[src/sv/c2p_pkg.sv]
// ----------------------------------------------------------------------------
// c2p_pkg - shared types and constants for the cartesian to polar converter
// Field widths, item structs, pipeline lane struct and the CORDIC angle table.
// ----------------------------------------------------------------------------
package c2p_pkg;

  localparam int unsigned COORD_WIDTH    = 16;
  localparam int unsigned ANGLE_WIDTH    = 16;
  localparam int unsigned ITERATIONS_DEF = 16;
  localparam int unsigned MAX_ITERATIONS = 32;
  localparam int unsigned CORDIC_FRAC    = 24;
  localparam int unsigned TURN_BITS      = 32;
  // CORDIC datapath: sign, coordinate magnitude, fraction, gain headroom
  localparam int unsigned CW             = COORD_WIDTH + CORDIC_FRAC + 3;
  localparam int unsigned SQ_W           = 2 * COORD_WIDTH;
  localparam int unsigned SQRT_STEPS     = COORD_WIDTH;

  localparam logic [ANGLE_WIDTH-1:0] ANG_ZERO    = '0;
  localparam logic [ANGLE_WIDTH-1:0] ANG_QUARTER = ANGLE_WIDTH'(64'd1 << (ANGLE_WIDTH - 2));
  localparam logic [ANGLE_WIDTH-1:0] ANG_HALF    = ANGLE_WIDTH'(64'd2 << (ANGLE_WIDTH - 2));
  localparam logic [ANGLE_WIDTH-1:0] ANG_3QUART  = ANGLE_WIDTH'(64'd3 << (ANGLE_WIDTH - 2));
  localparam logic [TURN_BITS-1:0]   ACC_HALF    = {1'b1, {(TURN_BITS - 1){1'b0}}};
  localparam logic [TURN_BITS-1:0]   ACC_ROUND   =
    TURN_BITS'(64'd1 << (TURN_BITS - ANGLE_WIDTH - 1));

  typedef struct packed {
    logic signed [COORD_WIDTH-1:0] x_coord;
    logic signed [COORD_WIDTH-1:0] y_coord;
  } c2p_in_t;

  typedef struct packed {
    logic [COORD_WIDTH-1:0] magnitude;
    logic [ANGLE_WIDTH-1:0] angle;
  } c2p_out_t;

  typedef struct packed {
    logic                   special;
    logic [ANGLE_WIDTH-1:0] special_angle;
  } c2p_flags_t;

  typedef struct packed {
    logic signed [CW-1:0]   cx;
    logic signed [CW-1:0]   cy;
    logic [TURN_BITS-1:0]   acc;
    logic [SQ_W-1:0]        rem;
    logic [SQ_W-1:0]        root;
    c2p_flags_t             flags;
  } c2p_lane_t;

  // atan(2^-i) as a fraction of a turn, 2^32 units per turn
  function automatic logic [TURN_BITS-1:0] c2p_atan(input int unsigned idx);
    logic [TURN_BITS-1:0] v;
    case (idx)
      0:       v = 32'd536870912;
      1:       v = 32'd316933406;
      2:       v = 32'd167458907;
      3:       v = 32'd85004756;
      4:       v = 32'd42667331;
      5:       v = 32'd21354465;
      6:       v = 32'd10679838;
      7:       v = 32'd5340245;
      8:       v = 32'd2670163;
      9:       v = 32'd1335087;
      10:      v = 32'd667544;
      11:      v = 32'd333772;
      12:      v = 32'd166886;
      13:      v = 32'd83443;
      14:      v = 32'd41722;
      15:      v = 32'd20861;
      16:      v = 32'd10430;
      17:      v = 32'd5215;
      18:      v = 32'd2608;
      19:      v = 32'd1304;
      20:      v = 32'd652;
      21:      v = 32'd326;
      22:      v = 32'd163;
      23:      v = 32'd81;
      24:      v = 32'd41;
      25:      v = 32'd20;
      26:      v = 32'd10;
      27:      v = 32'd5;
      28:      v = 32'd3;
      29:      v = 32'd1;
      30:      v = 32'd1;
      default: v = '0;
    endcase
    return v;
  endfunction

endpackage

[src/sv/c2p_post.sv]
// ----------------------------------------------------------------------------
// c2p_post - back end of the converter pipeline
// Rounds the root to nearest, rounds the turn accumulator to the output
// angle width, substitutes exact angles on the axes and registers the item.
// ----------------------------------------------------------------------------
module c2p_post
  import c2p_pkg::*;
(
  input  logic      clk_i,
  input  logic      rst_ni,
  input  logic      valid_i,
  input  c2p_lane_t lane_i,
  output logic      done_o,
  output c2p_out_t  res_o
);

  logic                 round_up;
  logic [TURN_BITS-1:0] acc_r;
  logic                 done_q;
  c2p_out_t             res_d, res_q;

  // remainder is sum - r*r; above r means nearer to r+1
  assign round_up = lane_i.rem > lane_i.root;
  assign acc_r    = lane_i.acc + ACC_ROUND;

  always_comb begin
    res_d.magnitude = lane_i.root[COORD_WIDTH-1:0] + COORD_WIDTH'(round_up);
    res_d.angle     = lane_i.flags.special ? lane_i.flags.special_angle
                                           : acc_r[TURN_BITS-1 -: ANGLE_WIDTH];
  end

  always_ff @(posedge clk_i or negedge rst_ni) begin
    if (!rst_ni) begin
      done_q <= 1'b0;
    end else begin
      done_q <= valid_i;
    end
  end

  always_ff @(posedge clk_i) begin
    res_q <= res_d;
  end

  assign done_o = done_q;
  assign res_o  = res_q;

endmodule

[config.mk]
export PLATFORM = sky130hd
export DESIGN_NAME = c2p_post
export DESIGN_NICKNAME = d
export VERILOG_FILES = /design/src/sv/c2p_pkg.sv /design/src/sv/c2p_post.sv
export SDC_FILE = /design/constraint.sdc
export NUM_CORES = 1
export LEC_CHECK = 0
export BUFFER_PORTS_ARGS = -buffer_cell sky130_fd_sc_hd__buf_2
export CAP_MARGIN = 20
export CORE_AREA = 2 2 91 93
export CTS_BUF_LIST = sky130_fd_sc_hd__clkbuf_16
export DETAILED_ROUTE_END_ITERATION = 10
export DIE_AREA = 0 0 93 95
export PLACE_DENSITY = 0.71
export SLEW_MARGIN = 30
export SYNTH_ARGS = -nofsm -noshare
export SYNTH_HDL_FRONTEND = slang
export SYNTH_SLANG_ARGS = --single-unit
[constraint.sdc]
create_clock -name clk_i -period 0.8 [get_ports clk_i]
set_clock_uncertainty 0.1 [all_clocks]
set_input_delay 0 -clock clk_i [delete_from_list [all_inputs] [get_ports clk_i]]
set_output_delay 0 -clock clk_i [all_outputs]
set_load 0.02 [all_outputs]
==> results.yml <==
synthesis:
  synth.area.mux_share_pct: 0.5140
  seq_area_frac_synth_pct: 30.38
  synth_xor_area_share_pct: 11.59
  synth_fa_ha_area_share_pct: 19.99
  synthDistinctLibCells: 39
  ys_seq_elements: 33
  synth_top_family_by_area: "simple AND/OR/NAND/NOR gates"
  netlist_area_um2: 2191
  mappedNetlistNets: 489
  syn_inst: 252
  yosys.area_share.simple_pct: 20.39
  synth_compound_area_share_pct: 10.22
  synth_top_area_share_pct: 29.24
  syn_avg_cell_area_um2: 8.694
  synth_area_leaders: "dfxtp_1, ha_1, xnor2_1, inv_1, nand2_1"
  yosysTopAreaCell: "dfxtp_1"
  yosys_warnings: 0
critical_path:
  crit_path_max_fanout: 2
  max_stage_delay_ps: 330
  end_kind: "register"
  required_ps: 870
  cpMostUsedCell: "ha_4"
  crit_chain: "buf_8 > inv_6 > ha_4 > nand4_1 > nor4_2 > a21boi_2 > o31ai_1 > a21oi_1 > ha_2 > ha_4 > nand3_4 > buf_6 > or3_4 > xnor2_2"
  cp-start-kind: "input port"
  worstPathArrival_ps: 2360
  crit_slowest_cell: "nor4_2"
  path_class: "in2reg"
cts:
  cts-root-buf: "clkbuf_16"
  clk_pin_slew_ps: 60
  h-tree-depth: 2
  ctsHoldBuffers: 19
  clockBufferDepth: 2
  numCtsBuffers: 5
  tritoncts: "done"
  cts.sinks: 33
layout:
  stdcell_count: 585
  drive_gt1_share_pct: 67.50
  nets: 716
  insertedDiodeCount: 0
  area_growth_pct: 120.0
  fin_util_pct: 60.81
min_path:
  min_from: "lane_i[0]"
  min_to: "res_o[0]"
  holdPathStages: 2
  min_path_type: "in2reg"
grt:
  first_global_vias: 2910
  antenna_found_initial: 1
  grt_start_max_net_pins: 13
  overflow: 0
  globalRouteTotalUtil_pct: 19.74
  grt_pass1_wl_um: 13460
run_status:
  violations: "negative hold slack, negative setup slack"
  status: "finished with violations"
power_and_ir_drop:
  switching_power_uw: 1672
  power_frac_seq_pct: 32.4
  swShare_pct: 28.93
  ir_worst_vdd_mv: 0.9948
  internal-power_uw: 4108
  clkPwrFrac_pct: 31.0
  power_leakage_uw: 0.002271
  p_per_area_nw_per_um2: 1199
  p_comb_share_pct: 36.6
die:
  die-area_um2: 8835
  fp.coreArea_um2: 7928
  die_y_um: 95
  die_w_um: 93
  io_pins: 235
  start_util_pct: 27.64
  rows: 33
route:
  drt-initial-drc-count: 47
  wirelength_um: 8916
  wl_per_cell_um: 15.24
  antenna_left: 0
  drcViolationCount: 0
  firstDrtPassIters: 4
  vias: 2662
  via_per_inst: 4.550
timing:
  setup_slack_ps: -1496
  worst_slew_pin_slew_ps: 420.7
  timing.final.max_slew_violations: 0
  rsz0062_at_grt: "true"
  fmax_ghz: 0.4355
  holdWs_ps: -148.0
  relSlewSlack_pct: 71.70
  min_period_ps: 2296
  finalCritPeriodShare_pct: 287.0
  final_hold_viol_count: 16
  finalSetupViolations: 55
placed_design:
  port_buffers: 133
  dpl.cell_count: 547
  place.detailed.hpwl_um: 6346
  place.gp.congestion: 0.8020
flow_run:
  maxCapViolations: 0
[metrics by stage]
stage | setup TNS (ps) | power (uW) | hold slack, ps | area, um2 | setup slack [ps]
CTS | -23010 | 5667 | -146.6 | 4612 | -1492
floorplan | -20590 | 2564 | -395.6 | 2481 | -1488
finish | -22880 | 5780 | -148.0 | 4821 | -1496
global placement | -30880 | 3401 | -323.8 | 3717 | -1818
detailed placement | -32580 | 3442 | -321.4 | 3717 | -1910
global route | -25980 | 6080 | -144.1 | 4821 | -1659
[synthesized netlist by cell type]
cell type,instances
clkbuf_1,1
and3_1,4
nand2_1,26
dfxtp_1,32
nor3_1,3
xnor2_1,23
or3_1,1
nor4_2,1
and4_1,3
a2111oi_0,1
nand3_1,15
o31ai_1,1
nor3_2,1
a21o_1,2
inv_1,34
nand4_2,1
o21ai_1,3
nor2b_1,1
buf_4,1
dfrtp_1,1
o211ai_1,1
nand3_2,1
nor2_2,1
and3_2,1
a221o_1,2
o21ai_0,14
nand4_1,7
a21oi_1,13
ha_1,35
dlymetal6s2s_1,1
nor4_1,2
xor2_1,6
nor2b_4,2
nor4bb_1,1
or4_4,1
nor2_1,5
mux2_2,1
a21boi_0,2
nor3b_2,1
[routing by layer]
metal | track usage (%) | routed length [um] | vias up
met1 | 18.64 | 3061 | 1211
met4 | 6.495 | 159 | 2
met5 | 0 | 13 | -
li1 | - | - | 1321
met3 | 8.460 | 997 | 14
met2 | 38.16 | 4683 | 114
[how the worst max path moves through the flow]
stage               start         to  depth (start not counted)
5_1_grt        lane_i[25]  res_o[26]                         14
3_3_place_gp   lane_i[27]  res_o[30]                         14
3_5_place_dp   lane_i[27]  res_o[30]                         14
6_report       lane_i[26]  res_o[24]                         14
2_1_floorplan  lane_i[27]  res_o[30]                         13
4_1_cts        lane_i[27]  res_o[24]                         14
[critical path: cells and delay by family]
kind	cells	cell delay, ps
compound gates	3	440
xor+xnor	1	130
fa+ha+maj	3	660
buf+inv	3	240
simple gates	4	880
[logic make-up (layout without fill, tap and decap cells)]
| family | Yosys count | after routing |
|---|---|---|
| XOR/XNOR | 29 | 29 |
| flip-flops | 33 | 33 |
| AND/OR/NAND/NOR | 78 | 78 |
| multiplexers | 1 | 1 |
| AO/OA/AOI/OAI | 39 | 39 |
| buffers and inverters | 37 | 265 |
| adder cells (fa/ha/maj) | 35 | 35 |
[timing repair]
| action | 4_1_cts | 5_1_grt |
|---|---|---|
| gates cloned | 0 | 0 |
| gates resized for setup | 156 | 45 |
| hold endpoints to repair | 32 | 14 |
| pin swaps | 36 | 37 |
| buffers inserted | 8 | 8 |
| setup endpoints to repair | 60 | 62 |
[power groups by stage]
stage               clock, uW  combinational, uW  sequential [uW]
finish                   1790               2110             1870
global route             1900               2290             1880
CTS                      1810               1990             1870
detailed placement          0               1600             1840
global placement            0               1560             1840
floorplan                   0                548             2020
[placed cells by master, fill, tap and decap left out, types with 6 or more instances in the layout]
cell type       n
inv_1          21
nand3_1        10
dfxtp_2        32
xor2_1          6
o21ai_1        12
buf_6          60
ha_4           15
dlygate4sd3_1  19
nand4_1         7
xnor2_1        13
inv_2           6
buf_2          79
ha_1           19
buf_4          59
nand2_1        23
a21oi_1         8
xnor2_2        10
[area by class of cell]
cell class | count | area, um2
Clock buffer | 5 | 125.1
Clock inverter | 3 | 13.76
Fill cell | 609 | 3107
Inverter | 34 | 170.2
Multi-Input combinational cell | 182 | 1871
Sequential cell | 33 | 705.7
Tap cell | 105 | 131.4
Timing Repair Buffer | 223 | 1804
[registers in the layout, summed over array words and instances, names as in the netlist]
name,count
done_o,1
res_o,32
Power figures use the tool's default switching activity.
