===== config.mk =====
export PLATFORM = sky130hd
export DESIGN_NAME = c2p_prep
export DESIGN_NICKNAME = d
export VERILOG_FILES = /design/src/sv/c2p_pkg.sv /design/src/sv/c2p_prep.sv
export SDC_FILE = /design/constraint.sdc
export NUM_CORES = 1
export LEC_CHECK = 0
export CORE_MARGIN = 2
export CORE_UTILIZATION = 45
export CTS_BUF_LIST = sky130_fd_sc_hd__clkbuf_8
export CTS_CLUSTER_DIAMETER = 100
export DETAILED_ROUTE_END_ITERATION = 10
export DONT_BUFFER_PORTS = 1
export MAX_ROUTING_LAYER = met4
export PLACE_DENSITY = 0.72
export SLEW_MARGIN = 20
export SYNTH_ARGS = -nofsm -noshare
export SYNTH_HDL_FRONTEND = slang
export SYNTH_SLANG_ARGS = --single-unit

===== constraint.sdc =====
create_clock -name clk_i -period 2.69 [get_ports clk_i]
set_input_delay 0.4035 -clock clk_i [delete_from_list [all_inputs] [get_ports clk_i]]
set_output_delay 0.4035 -clock clk_i [all_outputs]
set_load 0.005 [all_outputs]

===== src/sv/c2p_pkg.sv =====
// ----------------------------------------------------------------------------
// c2p_pkg - shared types and constants for the cartesian to polar converter
// Field widths, item structs, pipeline lane struct and the CORDIC angle table.
// ----------------------------------------------------------------------------
package c2p_pkg;

  localparam int unsigned COORD_WIDTH    = 16;
  localparam int unsigned ANGLE_WIDTH    = 16;
  localparam int unsigned ITERATIONS_DEF = 16;
  localparam int unsigned MAX_ITERATIONS = 32;
  localparam int unsigned CORDIC_FRAC    = 24;
  localparam int unsigned TURN_BITS      = 32;
  // CORDIC datapath: sign, coordinate magnitude, fraction, gain headroom
  localparam int unsigned CW             = COORD_WIDTH + CORDIC_FRAC + 3;
  localparam int unsigned SQ_W           = 2 * COORD_WIDTH;
  localparam int unsigned SQRT_STEPS     = COORD_WIDTH;

  localparam logic [ANGLE_WIDTH-1:0] ANG_ZERO    = '0;
  localparam logic [ANGLE_WIDTH-1:0] ANG_QUARTER = ANGLE_WIDTH'(64'd1 << (ANGLE_WIDTH - 2));
  localparam logic [ANGLE_WIDTH-1:0] ANG_HALF    = ANGLE_WIDTH'(64'd2 << (ANGLE_WIDTH - 2));
  localparam logic [ANGLE_WIDTH-1:0] ANG_3QUART  = ANGLE_WIDTH'(64'd3 << (ANGLE_WIDTH - 2));
  localparam logic [TURN_BITS-1:0]   ACC_HALF    = {1'b1, {(TURN_BITS - 1){1'b0}}};
  localparam logic [TURN_BITS-1:0]   ACC_ROUND   =
    TURN_BITS'(64'd1 << (TURN_BITS - ANGLE_WIDTH - 1));

  typedef struct packed {
    logic signed [COORD_WIDTH-1:0] x_coord;
    logic signed [COORD_WIDTH-1:0] y_coord;
  } c2p_in_t;

  typedef struct packed {
    logic [COORD_WIDTH-1:0] magnitude;
    logic [ANGLE_WIDTH-1:0] angle;
  } c2p_out_t;

  typedef struct packed {
    logic                   special;
    logic [ANGLE_WIDTH-1:0] special_angle;
  } c2p_flags_t;

  typedef struct packed {
    logic signed [CW-1:0]   cx;
    logic signed [CW-1:0]   cy;
    logic [TURN_BITS-1:0]   acc;
    logic [SQ_W-1:0]        rem;
    logic [SQ_W-1:0]        root;
    c2p_flags_t             flags;
  } c2p_lane_t;

  // atan(2^-i) as a fraction of a turn, 2^32 units per turn
  function automatic logic [TURN_BITS-1:0] c2p_atan(input int unsigned idx);
    logic [TURN_BITS-1:0] v;
    case (idx)
      0:       v = 32'd536870912;
      1:       v = 32'd316933406;
      2:       v = 32'd167458907;
      3:       v = 32'd85004756;
      4:       v = 32'd42667331;
      5:       v = 32'd21354465;
      6:       v = 32'd10679838;
      7:       v = 32'd5340245;
      8:       v = 32'd2670163;
      9:       v = 32'd1335087;
      10:      v = 32'd667544;
      11:      v = 32'd333772;
      12:      v = 32'd166886;
      13:      v = 32'd83443;
      14:      v = 32'd41722;
      15:      v = 32'd20861;
      16:      v = 32'd10430;
      17:      v = 32'd5215;
      18:      v = 32'd2608;
      19:      v = 32'd1304;
      20:      v = 32'd652;
      21:      v = 32'd326;
      22:      v = 32'd163;
      23:      v = 32'd81;
      24:      v = 32'd41;
      25:      v = 32'd20;
      26:      v = 32'd10;
      27:      v = 32'd5;
      28:      v = 32'd3;
      29:      v = 32'd1;
      30:      v = 32'd1;
      default: v = '0;
    endcase
    return v;
  endfunction

endpackage


===== src/sv/c2p_prep.sv =====
// ----------------------------------------------------------------------------
// c2p_prep - front end of the converter pipeline
// Squares the coordinates, folds the left half plane and flags axis points
// (first register), then sums the squares into the square root radicand.
// ----------------------------------------------------------------------------
module c2p_prep
  import c2p_pkg::*;
(
  input  logic      clk_i,
  input  logic      rst_ni,
  input  logic      valid_i,
  input  c2p_in_t   in_i,
  output logic      valid_o,
  output c2p_lane_t lane_o
);

  logic signed [COORD_WIDTH-1:0] x, y;
  logic signed [COORD_WIDTH:0]   xe, ye, rx, ry;
  logic [COORD_WIDTH:0]          ax, ay;
  logic [2*COORD_WIDTH+1:0]      px, py;
  logic                          x_neg, y_neg, x_zero, y_zero;
  c2p_flags_t                    flags_d, flags_q;
  logic [SQ_W-1:0]               sq_x_d, sq_x_q, sq_y_d, sq_y_q;
  logic signed [CW-1:0]          cx_d, cx_q, cy_d, cy_q;
  logic [TURN_BITS-1:0]          acc_d, acc_q;
  logic                          valid_a_q, valid_b_q;
  c2p_lane_t                     lane_d, lane_q;

  assign x      = in_i.x_coord;
  assign y      = in_i.y_coord;
  assign x_neg  = x[COORD_WIDTH-1];
  assign y_neg  = y[COORD_WIDTH-1];
  assign x_zero = (x == '0);
  assign y_zero = (y == '0);
  assign xe     = {x[COORD_WIDTH-1], x};
  assign ye     = {y[COORD_WIDTH-1], y};
  assign ax     = x_neg ? -xe : xe;
  assign ay     = y_neg ? -ye : ye;
  assign px     = ax * ax;
  assign py     = ay * ay;
  assign sq_x_d = px[SQ_W-1:0];
  assign sq_y_d = py[SQ_W-1:0];

  // left half plane turned by half a turn
  assign rx    = x_neg ? -xe : xe;
  assign ry    = x_neg ? -ye : ye;
  assign cx_d  = {{(CW - COORD_WIDTH - 1 - CORDIC_FRAC){rx[COORD_WIDTH]}}, rx,
                  {CORDIC_FRAC{1'b0}}};
  assign cy_d  = {{(CW - COORD_WIDTH - 1 - CORDIC_FRAC){ry[COORD_WIDTH]}}, ry,
                  {CORDIC_FRAC{1'b0}}};
  assign acc_d = x_neg ? ACC_HALF : '0;

  always_comb begin
    flags_d.special       = x_zero || y_zero;
    flags_d.special_angle = ANG_ZERO;
    if (y_zero) begin
      flags_d.special_angle = x_neg ? ANG_HALF : ANG_ZERO;
    end else if (x_zero) begin
      flags_d.special_angle = y_neg ? ANG_3QUART : ANG_QUARTER;
    end
  end

  always_comb begin
    lane_d.cx    = cx_q;
    lane_d.cy    = cy_q;
    lane_d.acc   = acc_q;
    lane_d.rem   = sq_x_q + sq_y_q;
    lane_d.root  = '0;
    lane_d.flags = flags_q;
  end

  always_ff @(posedge clk_i or negedge rst_ni) begin
    if (!rst_ni) begin
      valid_a_q <= 1'b0;
      valid_b_q <= 1'b0;
    end else begin
      valid_a_q <= valid_i;
      valid_b_q <= valid_a_q;
    end
  end

  always_ff @(posedge clk_i) begin
    sq_x_q  <= sq_x_d;
    sq_y_q  <= sq_y_d;
    cx_q    <= cx_d;
    cy_q    <= cy_d;
    acc_q   <= acc_d;
    flags_q <= flags_d;
    lane_q  <= lane_d;
  end

  assign valid_o = valid_b_q;
  assign lane_o  = lane_q;

endmodule


==> qor.yml <==
status: "finished, violations left"
violations: "negative setup slack"
post-route-min-period_ns: 6.69
dieHeight_um: 225
ys_warn_count: 0
numCtsBuffers: 17
worstSetupStartpointType: "input port"
io_pins: 235
placement.cell_area_um2: 26100
remaining_drc_errors: 0
clock_tree.htree_level_count: 4
globalRoute.totalOverflow: 0
synth_area_per_cell_um2: 9.33
die_x_um: 225
place_congestion: 0.931
path_clk_slew_ns: 0.10
route.vias.total: 16600
yosys_register_bits: 170
detail_route.iter0.violations: 721
final.setup.worst_slack_ns: -4.00
cts_tree: "done"
synthArstFlopShare_pct: 1.18
slew_headroom_pct: 46.1
postSynth.topFlopCell: "sky130_fd_sc_hd__dfxtp_1"
core_area_um2: 47900
global_route_wire_length_before_repair_mm: 89.6
tightest_slew_ns: 0.805
area_delta_synth_final_pct: 31.7
post-route-cell-area_um2: 28900
dp_hpwl_mm: 44.1
synth_cells: 2350
synth_seq_area_share_pct: 15.6
clock_insertion_delay_worst_skew_ns: 0.57
netlist_top_cells_area: "sky130_fd_sc_hd__fa_1 (35%), sky130_fd_sc_hd__dfxtp_1 (15%), sky130_fd_sc_hd__ha_1 (13%), sky130_fd_sc_hd__inv_1 (10%), sky130_fd_sc_hd__buf_4 (4.4%)"
timing.critical_path.fanout_max: 5
start_util_pct: 45.7
synth_enable_flop_cells: 0
synth.lib_cells_used.distinct: 73
first_global_vias: 18400
cts_num_sinks: 170
yosysTopAreaCell: "sky130_fd_sc_hd__fa_1"
setup_viol_count_final: 55
routed_wire_length_per_instance_um: 15.9
worstPathRequired_ns: 3.18
clock.fmax_ghz: 0.149
grt_antenna_before_repair: 0
final_common_cell: "sky130_fd_sc_hd__inv_1"
fillCellCount: 3826
yosysTopAreaCellShare_pct: 35.0
grt_max_degree: 27
worst_setup_path_end_kind: "flip-flop"
layout.core_utilization_pct: 60.2
drt_pass1_iterations: 5
layout_worst_path_cycle_share_pct: 249
drv.max_cap_violation_count: 0
worst_clock_skew_ns: 0.0143
route.antenna.remaining_nets: 0
layout.cells.most_common_list: "sky130_fd_sc_hd__inv_1 (503), sky130_fd_sc_hd__buf_4 (387), sky130_fd_sc_hd__fa_1 (344)"
wirelength_mm: 55.1
track_usage_pct: 23.5
ctsLongestPathBuffers: 2
final_net_count: 3488
grt_setup_unrepaired: "true"
reg2regPathDepth: 11
critPathArrivalTime_ns: 7.18
port_buffers: 0
report.final.slew_viol_count: 0
min_path_type: "input port to async pin"
core.rowCount: 80
number_of_vias_per_cell: 4.79
synth.cell_area_um2: 21900
post_route_cells_drive_above_1_share_pct: 32.3
final-hold-violation-count: 0
design.die.area_um2: 50500
crit_type: "input port to flip-flop"
cts_root_buffer: "sky130_fd_sc_hd__clkbuf_8"
## worst paths after layout
check / start / end / slack (ns)
min in group clk_i: in_i[31] / cy_q[27] / 0.06
worst min-delay path: rst_ni / valid_o / 0.06
worst max-delay path: in_i[2] / sq_y_q[30] / -4.00
worst max register to register: sq_x_q[3] / lane_o[71] / -0.06
max in group asynchronous: rst_ni / valid_a_q / 2.51
worst min register to register: flags_q[15] / lane_o[15] / 0.32
## registers in the layout, summed over array words and instances (netlist names)
name	cells
cy_q	16
valid_a_q	1
lane_o	70
acc_q	1
cx_q	16
sq_x_q	31
sq_y_q	31
flags_q	3
valid_o	1
## worst max-delay path: stages
cell	delay (ns)
sky130_fd_sc_hd__nor2_4	0.17
sky130_fd_sc_hd__nand4_1	0.16
sky130_fd_sc_hd__buf_6	0.17
sky130_fd_sc_hd__or4_4	0.44
sky130_fd_sc_hd__or3_4	0.36
sky130_fd_sc_hd__nand2_4	0.10
sky130_fd_sc_hd__xor2_4	0.21
sky130_fd_sc_hd__inv_4	0.10
sky130_fd_sc_hd__nand2_4	0.08
sky130_fd_sc_hd__inv_2	0.04
sky130_fd_sc_hd__fa_1	0.55
sky130_fd_sc_hd__fa_1	0.46
sky130_fd_sc_hd__fa_1	0.55
sky130_fd_sc_hd__fa_1	0.44
sky130_fd_sc_hd__fa_1	0.49
sky130_fd_sc_hd__inv_1	0.05
sky130_fd_sc_hd__fa_1	0.49
sky130_fd_sc_hd__inv_2	0.05
sky130_fd_sc_hd__ha_4	0.15
sky130_fd_sc_hd__or3_4	0.39
sky130_fd_sc_hd__a31o_4	0.24
sky130_fd_sc_hd__a221o_1	0.37
sky130_fd_sc_hd__a31oi_4	0.26
sky130_fd_sc_hd__o21ai_4	0.12
sky130_fd_sc_hd__o221ai_2	0.16
sky130_fd_sc_hd__xnor2_1	0.16
## per-layer routing
metal / vias up / GRT usage (%) / wire length (um) / share of wire (%)
met5: - / - / 0 / 0
met4: 0 / 6.07 / 1080 / 2.0
met3: 78 / 3.75 / 2470 / 4.5
met2: 383 / 41.2 / 29000 / 53
met1: 8426 / 28.2 / 22500 / 41
li1: 7743 / - / - / -
## logic make-up (layout without fill, tap and decap cells)
kind of cell / after synthesis / in the layout / share of synthesized area (%)
xor gates and xnor gates: 134 / 135 / 5.54
buffers and inverters: 765 / 1111 / 15.4
AOI/OAI and AO/OA: 199 / 199 / 5.99
and+or+nand+nor: 470 / 470 / 9.52
other: 2 / 162 / 0.0343
adders and majority gates: 610 / 610 / 47.9
DFF: 170 / 170 / 15.6
## synthesized netlist by cell type, drive strengths merged, types with 20 or more instances
| library cell | n |
|---|---|
| clkbuf | 30 |
| and2 | 20 |
| nand2b | 21 |
| xnor2 | 102 |
| dfxtp | 168 |
| inv | 597 |
| fa | 383 |
| buf | 136 |
| ha | 227 |
| xor2 | 32 |
| nor2 | 154 |
| nand2 | 197 |
| a21oi | 54 |
| o21ai | 45 |
| nor3 | 22 |
## repair_timing
item	CTS	global route
pin swaps	121	100
setup buffers	37	37
endpoints found under the hold margin	24	0
cloned	2	1
setup endpoints to repair	64	65
gates resized for setup	240	137
hold buffers	20	0
## metrics by stage
stage	hold slack (ns)	instances	TNS [ns]	setup WS, ns
3_5_place_dp	0.108	3346	-206.65	-4.77
3_3_place_gp	0.108	3346	-200.91	-4.73
4_1_cts	0.00145	3436	-160.66	-3.98
2_1_floorplan	0.108	2509	-176.82	-4.41
6_report	0.0564	3472	-168.75	-4.00
5_1_grt	0.0240	3471	-177.43	-4.28
## cell type report
cell class	count	area (um2)	area share (%)
Tap cell	615	769	2.67
Inverter	599	2310	8.01
Clock buffer	18	248	0.858
Multi-Input combinational cell	1575	17900	62.1
Timing Repair inverter	1	7.51	0.0260
Timing Repair Buffer	479	4030	13.9
Antenna cell	1	2.50	0.00867
Sequential cell	170	3420	11.8
Clock inverter	14	173	0.598
Power is left out: the tool's default activity adds up to more than one toggle a clock period on the data nets, which glitch-free logic cannot reach.
